File: config.mk
export PLATFORM = sky130hd
export DESIGN_NAME = mandelbrot_pixel_escape_color
export DESIGN_NICKNAME = d
export VERILOG_FILES = /design/src/mpec_pkg.sv /design/src/mpec_regs.sv /design/src/mpec_div.sv /design/src/mpec_palette.sv /design/src/mandelbrot_pixel_escape_color.sv
export VERILOG_INCLUDE_DIRS = /design/src /design/src/src
export SDC_FILE = /design/constraint.sdc
export NUM_CORES = 2
export LEC_CHECK = 0
export BUFFER_PORTS_ARGS = -buffer_cell sky130_fd_sc_hd__buf_2
export CAP_MARGIN = 0
export CORE_MARGIN = 2
export CORE_UTILIZATION = 56
export DETAILED_ROUTE_END_ITERATION = 10
export GPL_TIMING_DRIVEN = 0
export PLACE_DENSITY = 0.73
export REMOVE_ABC_BUFFERS = 1
export SETUP_SLACK_MARGIN = 0.2
export SLEW_MARGIN = 0
export SYNTH_ARGS = -nofsm -noshare
export SYNTH_HDL_FRONTEND = slang
export SYNTH_HIERARCHICAL = 1
export SYNTH_SLANG_ARGS = --single-unit
export TNS_END_PERCENT = 50
File: constraint.sdc
create_clock -name clk -period 16.2 [get_ports clk]
set_input_delay 3.24 -clock clk [delete_from_list [all_inputs] [get_ports clk]]
set_output_delay 3.24 -clock clk [all_outputs]
set_load 0.05 [all_outputs]
File: src/mandelbrot_pixel_escape_color_macros.svh
// assertion macros shared by the escape-time block
`ifndef MANDELBROT_PIXEL_ESCAPE_COLOR_MACROS_SVH
`define MANDELBROT_PIXEL_ESCAPE_COLOR_MACROS_SVH
`ifndef SYNTHESIS
// same-cycle implication
`define MPEC_ASSERT_SAME(lbl, clk_s, rst_s, ante, cons, msg) \
  lbl: assert property (@(posedge clk_s) disable iff (rst_s) (ante) |-> (cons)) \
    else $error(msg);
// next-cycle implication
`define MPEC_ASSERT_NEXT(lbl, clk_s, rst_s, ante, cons, msg) \
  lbl: assert property (@(posedge clk_s) disable iff (rst_s) (ante) |=> (cons)) \
    else $error(msg);
`else
`define MPEC_ASSERT_SAME(lbl, clk_s, rst_s, ante, cons, msg)
`define MPEC_ASSERT_NEXT(lbl, clk_s, rst_s, ante, cons, msg)
`endif
`endif

File: src/mpec_pkg.sv
// types, constants and helpers of the escape-time pixel block
package mpec_pkg;

  localparam int FRAC_BITS_DEF = 28;
  localparam int ITER_MAX      = 1023;

  localparam int DATA_W     = 32;
  localparam int ADDR_W     = 5;
  localparam int DIVIDEND_W = 44;
  localparam int DIVISOR_W  = 13;

  localparam int BANDS      = 5;
  localparam int BAND_RECIP = 205;
  localparam int BAND_SHIFT = 10;

  localparam logic [2:0] REG_CENTER_RE     = 3'd0;
  localparam logic [2:0] REG_CENTER_IM     = 3'd1;
  localparam logic [2:0] REG_PLANE_WIDTH   = 3'd2;
  localparam logic [2:0] REG_PLANE_HEIGHT  = 3'd3;
  localparam logic [2:0] REG_SCREEN_WIDTH  = 3'd4;
  localparam logic [2:0] REG_SCREEN_HEIGHT = 3'd5;
  localparam logic [2:0] REG_MAX_ITER      = 3'd6;

  typedef struct packed {
    logic signed [31:0] center_re;
    logic signed [31:0] center_im;
    logic [30:0]        plane_width;
    logic [30:0]        plane_height;
    logic [12:0]        screen_width;
    logic [12:0]        screen_height;
    logic [9:0]         max_iterations;
  } cfg_t;

  localparam cfg_t CFG_RESET = '{
    center_re:      32'sd0,
    center_im:      32'sd0,
    plane_width:    31'd1073741824,
    plane_height:   31'd1073741824,
    screen_width:   13'd1024,
    screen_height:  13'd1024,
    max_iterations: 10'd64
  };

  typedef struct packed {
    logic [11:0] pixel_x;
    logic [11:0] pixel_y;
  } pix_t;

  typedef struct packed {
    logic signed [31:0] coord_re;
    logic signed [31:0] coord_im;
    logic [9:0]         iter_count;
    logic [7:0]         red;
    logic [7:0]         green;
    logic [7:0]         blue;
  } res_t;

  typedef struct packed {
    logic [7:0] red;
    logic [7:0] green;
    logic [7:0] blue;
  } rgb_t;

  typedef enum logic [2:0] {
    BAND_DEEP   = 3'd0,
    BAND_VIOLET = 3'd1,
    BAND_ROSE   = 3'd2,
    BAND_PEACH  = 3'd3,
    BAND_PALE   = 3'd4
  } band_t;

  localparam rgb_t PALETTE [BANDS] = '{
    '{red: 8'd75,  green: 8'd75,  blue: 8'd165},
    '{red: 8'd154, green: 8'd92,  blue: 8'd175},
    '{red: 8'd224, green: 8'd118, blue: 8'd158},
    '{red: 8'd250, green: 8'd190, blue: 8'd140},
    '{red: 8'd252, green: 8'd255, blue: 8'd148}
  };

  typedef struct packed {
    logic busy;
    logic done;
  } div_status_t;

  // clamp a wide signed sum to the 32-bit coordinate range
  function automatic logic signed [31:0] sat32(input logic signed [65:0] v);
    if (v > 66'sd2147483647) begin
      return 32'sh7FFFFFFF;
    end else if (v < -66'sd2147483648) begin
      return 32'sh80000000;
    end else begin
      return v[31:0];
    end
  endfunction

endpackage

File: src/mpec_regs.sv
// configuration register file behind the apb port
module mpec_regs
  import mpec_pkg::*;
(
  input  logic              clk,
  input  logic              rst,
  input  logic              psel,
  input  logic              penable,
  input  logic              pwrite,
  input  logic [ADDR_W-1:0] paddr,
  input  logic [DATA_W-1:0] pwdata,
  output logic [DATA_W-1:0] prdata,
  output logic              pready,
  output cfg_t              cfg
);

  logic [2:0] idx;

  assign idx    = paddr[ADDR_W-1:2];
  assign pready = 1'b1;

  always_ff @(posedge clk) begin
    if (rst) begin
      cfg <= CFG_RESET;
    end else if (psel && penable && pwrite) begin
      unique case (idx)
        REG_CENTER_RE:     cfg.center_re      <= pwdata;
        REG_CENTER_IM:     cfg.center_im      <= pwdata;
        REG_PLANE_WIDTH:   cfg.plane_width    <= pwdata[30:0];
        REG_PLANE_HEIGHT:  cfg.plane_height   <= pwdata[30:0];
        REG_SCREEN_WIDTH:  cfg.screen_width   <= pwdata[12:0];
        REG_SCREEN_HEIGHT: cfg.screen_height  <= pwdata[12:0];
        REG_MAX_ITER:      cfg.max_iterations <= pwdata[9:0];
        default: begin
        end
      endcase
    end
  end

  always_comb begin
    unique case (idx)
      REG_CENTER_RE:     prdata = cfg.center_re;
      REG_CENTER_IM:     prdata = cfg.center_im;
      REG_PLANE_WIDTH:   prdata = {1'b0, cfg.plane_width};
      REG_PLANE_HEIGHT:  prdata = {1'b0, cfg.plane_height};
      REG_SCREEN_WIDTH:  prdata = {19'd0, cfg.screen_width};
      REG_SCREEN_HEIGHT: prdata = {19'd0, cfg.screen_height};
      REG_MAX_ITER:      prdata = {22'd0, cfg.max_iterations};
      default:           prdata = '0;
    endcase
  end

endmodule

File: src/mpec_div.sv
// serial restoring divider, one quotient bit per cycle
module mpec_div
  import mpec_pkg::*;
(
  input  logic                  clk,
  input  logic                  rst,
  input  logic                  start,
  input  logic [DIVIDEND_W-1:0] dividend,
  input  logic [DIVISOR_W-1:0]  divisor,
  output logic [DIVIDEND_W-1:0] quotient,
  output div_status_t           status
);

  localparam int CNT_W = $clog2(DIVIDEND_W);

  logic [CNT_W-1:0]      cnt;
  logic [DIVISOR_W-1:0]  rem;
  logic [DIVISOR_W-1:0]  dvs;
  logic [DIVIDEND_W-1:0] quo;
  logic [DIVISOR_W:0]    trial;
  logic                  fits;

  // shift the next dividend bit into the partial remainder
  assign trial    = {rem, quo[DIVIDEND_W-1]};
  assign fits     = trial >= {1'b0, dvs};
  assign quotient = quo;

  always_ff @(posedge clk) begin
    if (rst) begin
      status <= '0;
      cnt    <= '0;
    end else begin
      status.done <= 1'b0;
      if (start) begin
        status.busy <= 1'b1;
        cnt         <= CNT_W'(DIVIDEND_W - 1);
      end else if (status.busy) begin
        cnt <= cnt - 1'b1;
        if (cnt == '0) begin
          status.busy <= 1'b0;
          status.done <= 1'b1;
        end
      end
    end
  end

  always_ff @(posedge clk) begin
    if (start) begin
      quo <= dividend;
      rem <= '0;
      dvs <= divisor;
    end else if (status.busy) begin
      quo <= {quo[DIVIDEND_W-2:0], fits};
      rem <= fits ? DIVISOR_W'(trial - {1'b0, dvs}) : trial[DIVISOR_W-1:0];
    end
  end

endmodule

File: src/mpec_palette.sv
// colour band lookup from iteration count and limit
module mpec_palette
  import mpec_pkg::*;
(
  input  logic [9:0] count,
  input  logic [9:0] limit,
  output rgb_t       rgb
);

  logic [17:0] recip_prod;
  logic [7:0]  band;
  logic [10:0] cnt_w;
  logic [10:0] t1;
  logic [10:0] t2;
  logic [10:0] t3;
  logic [10:0] t4;
  band_t       sel;

  // limit / 5 as a reciprocal multiply, exact for ten-bit limits
  assign recip_prod = 18'(limit) * 18'(BAND_RECIP);
  assign band       = 8'(recip_prod >> BAND_SHIFT);
  assign cnt_w      = 11'(count);
  assign t1         = 11'(band);
  assign t2         = 11'(band) << 1;
  assign t3         = 11'(band) * 11'd3;
  assign t4         = 11'(band) << 2;

  always_comb begin
    priority if (cnt_w < t1) begin
      sel = BAND_DEEP;
    end else if (cnt_w < t2) begin
      sel = BAND_VIOLET;
    end else if (cnt_w < t3) begin
      sel = BAND_ROSE;
    end else if (cnt_w < t4) begin
      sel = BAND_PEACH;
    end else begin
      sel = BAND_PALE;
    end
  end

  assign rgb = PALETTE[sel];

endmodule

File: src/mandelbrot_pixel_escape_color.sv
// escape-time pixel evaluator: sequencer around one shared 32x32 multiplier
//
//   port group   role     handshake            payload
//   pix          input    pix_valid/pix_ready  pixel_x, pixel_y
//   res          output   res_valid/res_ready  coord_re, coord_im, iter_count, rgb
//   apb          config   psel/penable/pwrite  7 registers at 4*i, pready tied high
//
// a pixel first maps the point with two runs of the serial divider, one per 44-bit quotient,
// then each iteration steps through four states (a*a, b*b, a*b, update), the first three
// of them on the single multiplier
// the result register frees the core, so the next pixel is taken while a result waits
// a stalled result holds the core in its final state until the register frees up
// reset returns the configuration registers to their defaults; no memory, no clearing pass
`include "mandelbrot_pixel_escape_color_macros.svh"
module mandelbrot_pixel_escape_color
  import mpec_pkg::*;
#(
  parameter int FRAC_BITS = FRAC_BITS_DEF
) (
  input  logic              clk,
  input  logic              rst,
  input  logic              pix_valid,
  output logic              pix_ready,
  input  pix_t              pix,
  output logic              res_valid,
  input  logic              res_ready,
  output res_t              res,
  input  logic              psel,
  input  logic              penable,
  input  logic              pwrite,
  input  logic [ADDR_W-1:0] paddr,
  input  logic [DATA_W-1:0] pwdata,
  output logic [DATA_W-1:0] prdata,
  output logic              pready
);

  localparam logic signed [65:0] ESCAPE = 66'sd4 <<< FRAC_BITS;

  typedef enum logic [11:0] {
    S_IDLE      = 12'b000000000001,
    S_MULX      = 12'b000000000010,
    S_DIVX_GO   = 12'b000000000100,
    S_DIVX_WAIT = 12'b000000001000,
    S_MULY      = 12'b000000010000,
    S_DIVY_GO   = 12'b000000100000,
    S_DIVY_WAIT = 12'b000001000000,
    S_ITER_AA   = 12'b000010000000,
    S_ITER_BB   = 12'b000100000000,
    S_ITER_AB   = 12'b001000000000,
    S_ITER_UPD  = 12'b010000000000,
    S_DONE      = 12'b100000000000
  } state_t;

  state_t state;

  cfg_t        cfg;
  div_status_t div_stat;
  rgb_t        rgb;

  logic [11:0]        px;
  logic [11:0]        py;
  logic [9:0]         limit;
  logic [9:0]         count;
  logic               neg;
  logic signed [31:0] cr;
  logic signed [31:0] ci;
  logic signed [31:0] a;
  logic signed [31:0] b;
  logic signed [63:0] aa;
  logic signed [63:0] bb;
  logic signed [63:0] prod;

  logic [12:0]           sw_eff;
  logic [12:0]           sh_eff;
  logic                  y_neg;
  logic [12:0]           mag;
  logic signed [31:0]    mul_a;
  logic signed [31:0]    mul_b;
  logic                  div_start;
  logic [DIVISOR_W-1:0]  div_dvs;
  logic [DIVIDEND_W-1:0] div_q;
  logic signed [65:0]    q66;
  logic signed [65:0]    map_re;
  logic signed [65:0]    map_im;
  logic signed [63:0]    ab;
  logic signed [65:0]    esc_sum;
  logic signed [65:0]    a_sum;
  logic signed [65:0]    b_sum;
  logic                  res_free;

  mpec_regs u_regs (
    .clk     (clk),
    .rst     (rst),
    .psel    (psel),
    .penable (penable),
    .pwrite  (pwrite),
    .paddr   (paddr),
    .pwdata  (pwdata),
    .prdata  (prdata),
    .pready  (pready),
    .cfg     (cfg)
  );

  mpec_div u_div (
    .clk      (clk),
    .rst      (rst),
    .start    (div_start),
    .dividend (prod[DIVIDEND_W-1:0]),
    .divisor  (div_dvs),
    .quotient (div_q),
    .status   (div_stat)
  );

  mpec_palette u_palette (
    .count (count),
    .limit (limit),
    .rgb   (rgb)
  );

  // a zero screen size counts as one pixel
  assign sw_eff = (cfg.screen_width == '0) ? 13'd1 : cfg.screen_width;
  assign sh_eff = (cfg.screen_height == '0) ? 13'd1 : cfg.screen_height;

  // rows below the screen give a negative offset, divided toward zero
  assign y_neg = {1'b0, py} > sh_eff;
  assign mag   = y_neg ? ({1'b0, py} - sh_eff) : (sh_eff - {1'b0, py});

  assign div_start = (state == S_DIVX_GO) || (state == S_DIVY_GO);
  assign div_dvs   = (state == S_DIVX_GO) ? sw_eff : sh_eff;

  always_comb begin
    unique case (state)
      S_MULX: begin
        mul_a = $signed({20'd0, px});
        mul_b = $signed({1'b0, cfg.plane_width});
      end
      S_MULY: begin
        mul_a = $signed({19'd0, mag});
        mul_b = $signed({1'b0, cfg.plane_height});
      end
      S_ITER_AA: begin
        mul_a = a;
        mul_b = a;
      end
      S_ITER_BB: begin
        mul_a = b;
        mul_b = b;
      end
      S_ITER_AB: begin
        mul_a = a;
        mul_b = b;
      end
      default: begin
        mul_a = '0;
        mul_b = '0;
      end
    endcase
  end

  // the shared multiplier, registered straight away
  always_ff @(posedge clk) begin
    prod <= mul_a * mul_b;
  end

  assign q66    = $signed({22'd0, div_q});
  assign map_re = 66'(cfg.center_re) - $signed({36'd0, cfg.plane_width[30:1]}) + q66;
  assign map_im = 66'(cfg.center_im) - $signed({36'd0, cfg.plane_height[30:1]})
                  + (neg ? -q66 : q66);

  assign ab      = prod >>> (FRAC_BITS - 1);
  assign esc_sum = 66'(aa) + 66'(bb);
  assign a_sum   = 66'(aa) - 66'(bb) + 66'(cr);
  assign b_sum   = 66'(ab) + 66'(ci);

  assign res_free  = !res_valid || res_ready;
  assign pix_ready = (state == S_IDLE);

  always_ff @(posedge clk) begin
    if (rst) begin
      state     <= S_IDLE;
      count     <= '0;
      limit     <= '0;
    end else begin
      unique case (state)
        S_IDLE: begin
          if (pix_valid) begin
            limit <= (int'(cfg.max_iterations) < ITER_MAX) ? cfg.max_iterations
                                                            : 10'(ITER_MAX);
            state <= S_MULX;
          end
        end
        S_MULX:      state <= S_DIVX_GO;
        S_DIVX_GO:   state <= S_DIVX_WAIT;
        S_DIVX_WAIT: begin
          if (div_stat.done) begin
            state <= S_MULY;
          end
        end
        S_MULY:      state <= S_DIVY_GO;
        S_DIVY_GO:   state <= S_DIVY_WAIT;
        S_DIVY_WAIT: begin
          if (div_stat.done) begin
            count <= '0;
            state <= S_ITER_AA;
          end
        end
        S_ITER_AA: begin
          state <= (count >= limit) ? S_DONE : S_ITER_BB;
        end
        S_ITER_BB:   state <= S_ITER_AB;
        S_ITER_AB:   state <= S_ITER_UPD;
        S_ITER_UPD: begin
          if (esc_sum >= ESCAPE) begin
            state <= S_DONE;
          end else begin
            count <= count + 1'b1;
            state <= S_ITER_AA;
          end
        end
        S_DONE: begin
          if (res_free) begin
            state <= S_IDLE;
          end
        end
        default: state <= S_IDLE;
      endcase
    end
  end

  // result register handshake, loaded as the finished pixel leaves the core
  always_ff @(posedge clk) begin
    if (rst) begin
      res_valid <= 1'b0;
    end else if (state == S_DONE && res_free) begin
      res_valid <= 1'b1;
    end else if (res_ready) begin
      res_valid <= 1'b0;
    end
  end

  // datapath registers, no reset needed
  always_ff @(posedge clk) begin
    unique case (state)
      S_IDLE: begin
        if (pix_valid) begin
          px <= pix.pixel_x;
          py <= pix.pixel_y;
        end
      end
      S_MULY: neg <= y_neg;
      S_DIVX_WAIT: begin
        if (div_stat.done) begin
          cr <= sat32(map_re);
        end
      end
      S_DIVY_WAIT: begin
        if (div_stat.done) begin
          ci <= sat32(map_im);
          a  <= '0;
          b  <= '0;
        end
      end
      S_ITER_BB: aa <= prod >>> FRAC_BITS;
      S_ITER_AB: bb <= prod >>> FRAC_BITS;
      S_ITER_UPD: begin
        a <= sat32(a_sum);
        b <= sat32(b_sum);
      end
      S_DONE: begin
        if (res_free) begin
          res.coord_re   <= cr;
          res.coord_im   <= ci;
          res.iter_count <= count;
          res.red        <= rgb.red;
          res.green      <= rgb.green;
          res.blue       <= rgb.blue;
        end
      end
      default: begin
      end
    endcase
  end

  `MPEC_ASSERT_SAME(a_count_limit, clk, rst, state == S_ITER_AA, count <= limit,
                    "iteration count passed the limit")
  `MPEC_ASSERT_SAME(a_div_done, clk, rst, div_stat.done,
                    state == S_DIVX_WAIT || state == S_DIVY_WAIT,
                    "divider finished outside a wait state")
  `MPEC_ASSERT_SAME(a_div_idle, clk, rst, div_start, !div_stat.busy,
                    "divider started while busy")
  `MPEC_ASSERT_NEXT(a_res_load, clk, rst, state == S_DONE && res_free,
                    res_valid && state == S_IDLE,
                    "finished pixel not moved to the result register")

endmodule

* After elaboration in Yosys (flattened, before gate mapping)
Memory sizes are Yosys's and may differ from the RTL's. A register that Yosys moved wholly into a read port is not among the register bits.
Cells that the tools add are included.
** Storage, ports and cells
- Register bits after elaboration :: 636
- Latch bits :: 0
- Memory bits (writable) :: 0
- Memory bits (read-only) :: 192
- Input bits :: 68
- Output and inout port bits :: 133
- Word-level logic and storage cells :: 164
- Memories kept :: 1
** Operators by class
- Add/sub/neg operators :: 14
- Multiply operators :: 3
- Div/mod/pow operators :: 0
- Order comparisons :: 17
- Equality and inequality tests :: 23
- Shift-type cells :: 0
- Muxes and demuxes :: 42
- Bitwise gates (word level) :: 2
- Reduce and logical (&&, ||, !) cells :: 31
** Memory list
- (name not given) :: words 8, bits a word 24, rd ports 1, clocked after memory_dff 1, wr ports 0, line mpec_palette.sv:42 : assign rgb = PALETTE[sel];
** Operator list (number)
- 32-bit case mux with 4 select lines :: 2
- 32-bit 2-to-1 mux :: 7
- 32-bit case mux with 7 select lines :: 1
- 12-bit case mux with 12 select lines :: 1
- 32-bit case mux with 2 select lines :: 2
- 44-bit 2-to-1 mux :: 2
- 37-bit by 32-bit adder with 38-bit output :: 2
- 38-bit by 32-bit greater-than comparator with 1-bit output (second input constant) :: 2
- 38-bit by 32-bit less-than comparator with 1-bit output (second input constant) :: 2
- 12-bit 2-to-1 mux :: 6
- 33-bit by 66-bit adder with 66-bit output :: 1
- 66-bit by 32-bit greater-than comparator with 1-bit output (second input constant) :: 1
- 66-bit by 32-bit less-than comparator with 1-bit output (second input constant) :: 1
- 66-bit 2-to-1 mux :: 1
- 44-bit negator with 66-bit output :: 1
- 32-bit by 31-bit subtractor with 33-bit output :: 2
- 13-bit 2-to-1 mux :: 5
- 32-bit by 32-bit multiplier with 64-bit output :: 1
- 33-bit by 45-bit adder with 46-bit output :: 1
- 46-bit by 32-bit greater-than comparator with 1-bit output (second input constant) :: 1
- 46-bit by 32-bit less-than comparator with 1-bit output (second input constant) :: 1
- 36-bit by 36-bit adder with 37-bit output :: 1
- 37-bit by 32-bit greater-or-equal comparator with 1-bit output (second input constant) :: 1
- 36-bit by 36-bit subtractor with 37-bit output :: 1
- other kinds (51) :: 86

* Depth between registers and ports, before layout
- Depth in word-level cells :: 7
- Gate-level depth with buffers :: 47
- Depth with buffers taken out :: 46

* Hierarchy
Netlist, hierarchy kept.
** Modules (own cells, without submodules)
- mandelbrot_pixel_escape_color :: instances 1, cells an instance 7655, area an instance 69078.8 um2
- mpec_regs :: instances 1, cells an instance 702, area an instance 7693.6 um2
- mpec_div :: instances 1, cells an instance 317, area an instance 3881.2 um2
- mpec_palette :: instances 1, cells an instance 372, area an instance 3067.9 um2

* Worst setup path after synthesis
Ideal clock, no wire load.
- Path type :: register to register
- From :: reg, netlist name u_regs/cfg[14]
- To :: reg prod[61]
- Library setup time :: 0.079 ns
- Data arrival time :: 10.652 ns
- Setup slack :: 5.469 ns
- Stages on the path, launching flop included :: 45
- Period minus slack after synthesis :: 10.731 ns
- Cells stage by stage :: dfxtp_1 -> nor4_1 -> a31oi_1 -> inv_1 -> ha_1 -> nand3b_1 -> a21boi_1 -> o21ai_0 -> a21boi_1 -> o211ai_1 -> a21oi_1 -> o31a_1 -> o21ai_1 -> buf_2 -> a31oi_1 -> xor2_1 -> a221oi_1 -> clkbuf_1 -> [... 9 more ...] -> fa_1 -> fa_1 -> fa_1 -> inv_1 -> fa_1 -> inv_1 -> ha_1 -> nand3_1 -> nor3b_1 -> nand3_1 -> a211oi_1 -> o21ai_0 -> a31oi_1 -> a31oi_1 -> o21ai_0 -> or2_2 -> or4b_2 -> o211ai_1
** On the way
- Word-level cells in the longest chain between the ends :: 6
** RTL lines
- 13-bit logical NOT :: line mandelbrot_pixel_escape_color.sv:122 : assign sh_eff = (cfg.screen_height == '0) ? 13'd1 : cfg.screen_height;
- 13-bit 2-to-1 mux (*) :: line mandelbrot_pixel_escape_color.sv:122
- 13-bit by 12-bit subtractor with 13-bit output (tied with other cells) :: line mandelbrot_pixel_escape_color.sv:126 : assign mag = y_neg ? ({1'b0, py} - sh_eff) : (sh_eff - {1'b0, py});
- 13-bit 2-to-1 mux (*) :: line mandelbrot_pixel_escape_color.sv:126
- 32-bit case mux with 4 select lines (*) :: line mandelbrot_pixel_escape_color.sv:132 : unique case (state)
- 32-bit by 32-bit multiplier with 64-bit output (*) :: line mandelbrot_pixel_escape_color.sv:162 : prod <= mul_a * mul_b;
- end signal: assignment :: line mandelbrot_pixel_escape_color.sv:162
- end: declaration :: line mandelbrot_pixel_escape_color.sv:71 : logic signed [63:0] prod;
Every way passes the cells marked *; elsewhere a longest branch is shown, timed or not.
A chain may end at the register's enable or synchronous reset.

* Worst setup path after layout
- From :: reg, netlist name u_regs/cfg[19]
- To :: reg prod[61]
** On the way
- Word-level cells in the longest chain between the ends :: 6
** RTL lines (line)
- 13-bit logical NOT :: mandelbrot_pixel_escape_color.sv:122
- 13-bit 2-to-1 mux (*) :: mandelbrot_pixel_escape_color.sv:122
- 13-bit by 12-bit subtractor with 13-bit output (tied with other cells) :: mandelbrot_pixel_escape_color.sv:126
- 13-bit 2-to-1 mux (*) :: mandelbrot_pixel_escape_color.sv:126
- 32-bit case mux with 4 select lines (*) :: mandelbrot_pixel_escape_color.sv:132
- 32-bit by 32-bit multiplier with 64-bit output (*) :: mandelbrot_pixel_escape_color.sv:162
Marks and branches as above.

==> metrics.cfg <==
[timing]
period_needed_ns = 14.10
fin_crit_sh = 0.870
worst_pin_slew_ns = 1.54
skew_ns = 0.0577
holdWs_ns = 0.457
rsz0062_at_grt = false
relSlewSlack = -0.0285
hold_violations = 0
setup_viol_count_final = 0
timing.fmax_mhz = 70.9
finalWorstSetupSlack_ns = 2.10
drv_slew = 39

[cts]
cts_tree = yes
clk_latency_ns = 0.70
postCtsSetupRepairBufs = 0
ctsHoldBuffers = 0
cts_sinks = 660
htree_levels = 3
cts_made_buffers = 76
clk_path_buf_depth = 3
post_cts_resize_count = 0
cts.clk_slew.worst_paths_ns = 0.06
root_buffer = clkbuf_16

[yosys]
yosys.area.top_type = fa_1
synth_area_mm2 = 0.0837
synth-edff-count = 380
synth_seq_cells = 660
ys_types = 123
synth_cells = 9046
synth_ff_type = edfxtp_1
synth_area_leaders = fa_1, edfxtp_1, ha_1
ys_seq_area_frac = 0.203
ys_warn_count = 6
syn_avg_cell_area_um2 = 9.26
async_flop_share = 0
yosysTopAreaCellShare = 0.287

[worst_setup_path]
cp_num_buf_inv = 6
critPathSlowestCell = o21a_1
end_kind = flip-flop
path_class = reg2reg
reg2regPathDepth = 41
worstPathArrival_ns = 14.71
worstPathRequired_ns = 16.81
cp_max_fo = 15
slowest_delay_ns = 1.00
cp_common_cell = fa_1
cp.depth = 41
start_kind = flip-flop
cpLargestDelayFamily = compound AO/OA/AOI/OAI gates

[global_routing]
grt_max_degree = 124
grtUsageMet2 = 0.548
grt_pass1_wl_um = 411000
grt_overflow_total = 0
antenna_found_initial = 21
use_met1 = 0.468
grtUsageTotal = 0.359
grt_use_met3 = 0.0799
grt_pass1_vias = 67651
grt.busiest_layer = met2

[place]
place.gp.congestion = 1.02
dp_slack_ns = 2.37
dp_cells = 10850
numPortBuffers = 197
dp_hpwl_um = 218000

[floorplan]
core_mm2 = 0.148
num_rows = 141
die_h_um = 391
die_w_um = 391
boundaryPins = 201
start_util = 0.566
die_area_mm2 = 0.153

[power_and_ir_drop]
p_comb_frac = 0.152
peakVddDrop_mv = 0.0751
power_frac_seq = 0.422
switching_power_mw = 1.25
internal_power_mw = 3.11
power_density_mw_per_mm2 = 48.5
clock_power_share = 0.427
switching_share = 0.286
p_total_mw = 4.36
leakage_nw = 42.8

[finish]
finalNonFillerCells = 11010
layout_commonest_cell = inv_1
mostFrequentLayoutCells = inv_1, fa_1, nand2_1
area_delta_synth_final_pct = 7.27
nNetsFinal = 10860
drive_gt1_frac = 0.0716

[route]
wl_um = 272000
drtIter0Drc = 6742
drc = 0
drtAntennaViolNets = 0
via_per_inst = 6.09
via_count = 67018
wl_per_cell_um = 24.7
firstDrtPassIters = 7

[hold_path]
hp-class = reg2reg
whs_path_depth = 0

[outcome]
violations = capacitance limit, slew limit
status = finished with violations

[job]
timing.max_cap.violations = 3

## power groups by stage
stage	combinational [mW]	sequential, mW	clock [mW]
after floorplan	0.444	1.86	0
after CTS	0.645	1.84	1.86
after global routing	0.713	1.84	1.93
after global placement	0.619	1.87	0
after detailed placement	0.640	1.87	0
final	0.661	1.84	1.86
## worst reg2reg max path, delay by kind of cell, from the launching register on
family                     cells  cell delay (ns)
adders and majority gates     10             4.79
AOI/OAI and AO/OA             16             5.87
and+or+nand+nor                8             2.30
muxes                          1             0.25
DFF                            1             0.45
buffers and inverters          6             0.38
## routing by layer
metal | wire length (um) | up-vias
li1 | - | 29139
met1 | 105000 | 33366
met2 | 120000 | 3624
met3 | 27800 | 879
met4 | 19300 | 10
met5 | 66 | -
## cell usage after synthesis, drive strengths merged (11+ instances only)
| library cell | number |
|---|---|
| inv | 1783 |
| fa | 1202 |
| nand2 | 919 |
| ha | 587 |
| nor2 | 573 |
| a21oi | 407 |
| edfxtp | 380 |
| o21ai | 327 |
| clkbuf | 312 |
| dfxtp | 280 |
| nand2b | 244 |
| mux2i | 224 |
| xnor2 | 217 |
| a21o | 207 |
| xor2 | 93 |
| buf | 90 |
| nand4 | 82 |
| o21a | 82 |
| nand3 | 79 |
| nor3 | 77 |
| mux2 | 64 |
| nor2b | 51 |
| o21bai | 48 |
| a22oi | 47 |
| a31oi | 42 |
| and3 | 39 |
| a211oi | 37 |
| o31ai | 37 |
| o211ai | 36 |
| nor4 | 31 |
| a22o | 30 |
| and2 | 28 |
| and4 | 26 |
| or2 | 26 |
| or3 | 26 |
| a21boi | 22 |
| mux4 | 22 |
| a221oi | 21 |
| nor3b | 21 |
| a2111oi | 13 |
| a41oi | 13 |
| or4 | 13 |
| o2111ai | 11 |
| o221ai | 11 |
| o41ai | 11 |
## cell type report
class	instances	area, um2
Multi-Input combinational cell	6201	58600
Fill cell	12526	58200
Sequential cell	660	17000
Inverter	1784	6700
Tap cell	1930	2410
Timing Repair Buffer	280	2350
Clock buffer	97	2060
Clock inverter	44	601
Antenna cell	14	35.0
## flip-flops by register name, indices dropped and copies added, names as in the netlist
name / count
px: 12
u_div/dvs: 13
py: 12
u_regs/cfg: 162
a: 32
prod: 64
bb: 36
u_div/rem: 13
neg: 1
cr: 32
res_valid: 1
ci: 32
state: 12
aa: 36
res: 98
u_div/status: 2
limit: 10
b: 32
count: 10
u_div/quotient: 44
u_div/cnt: 6
## cell families (layout without fill, tap and decap cells)
group / Yosys count / after routing / synth area share
AOI/OAI and AO/OA: 1507 / 1507 / 0.119
xor gates and xnor gates: 312 / 312 / 0.0333
adders and majority gates: 1792 / 1792 / 0.376
buffers and inverters: 2186 / 2205 / 0.101
DFF: 660 / 660 / 0.203
muxes: 310 / 310 / 0.0413
other: 3 / 18 / 0.000134
and+or+nand+nor: 2276 / 2276 / 0.127
## final timing paths
path                   end            from  slack (ns)
hold reg to reg    res[71]           cr[5]        0.46
hold / removal     res[71]           cr[5]        0.46
setup reg to reg  prod[61]  u_regs/cfg[19]        2.10
setup / recovery  prod[61]  u_regs/cfg[19]        2.10
## stage by stage
step,utilization,setup TNS [ns],instance area (um2)
2_1_floorplan,-,0,82000
3_3_place_gp,0.577,-382.54,85400
3_5_place_dp,0.588,0,87000
4_1_cts,0.606,0,89700
5_1_grt,0.607,0,89800
6_report,0.607,0,89800
Note: power is estimated with default switching activity, not from simulation.
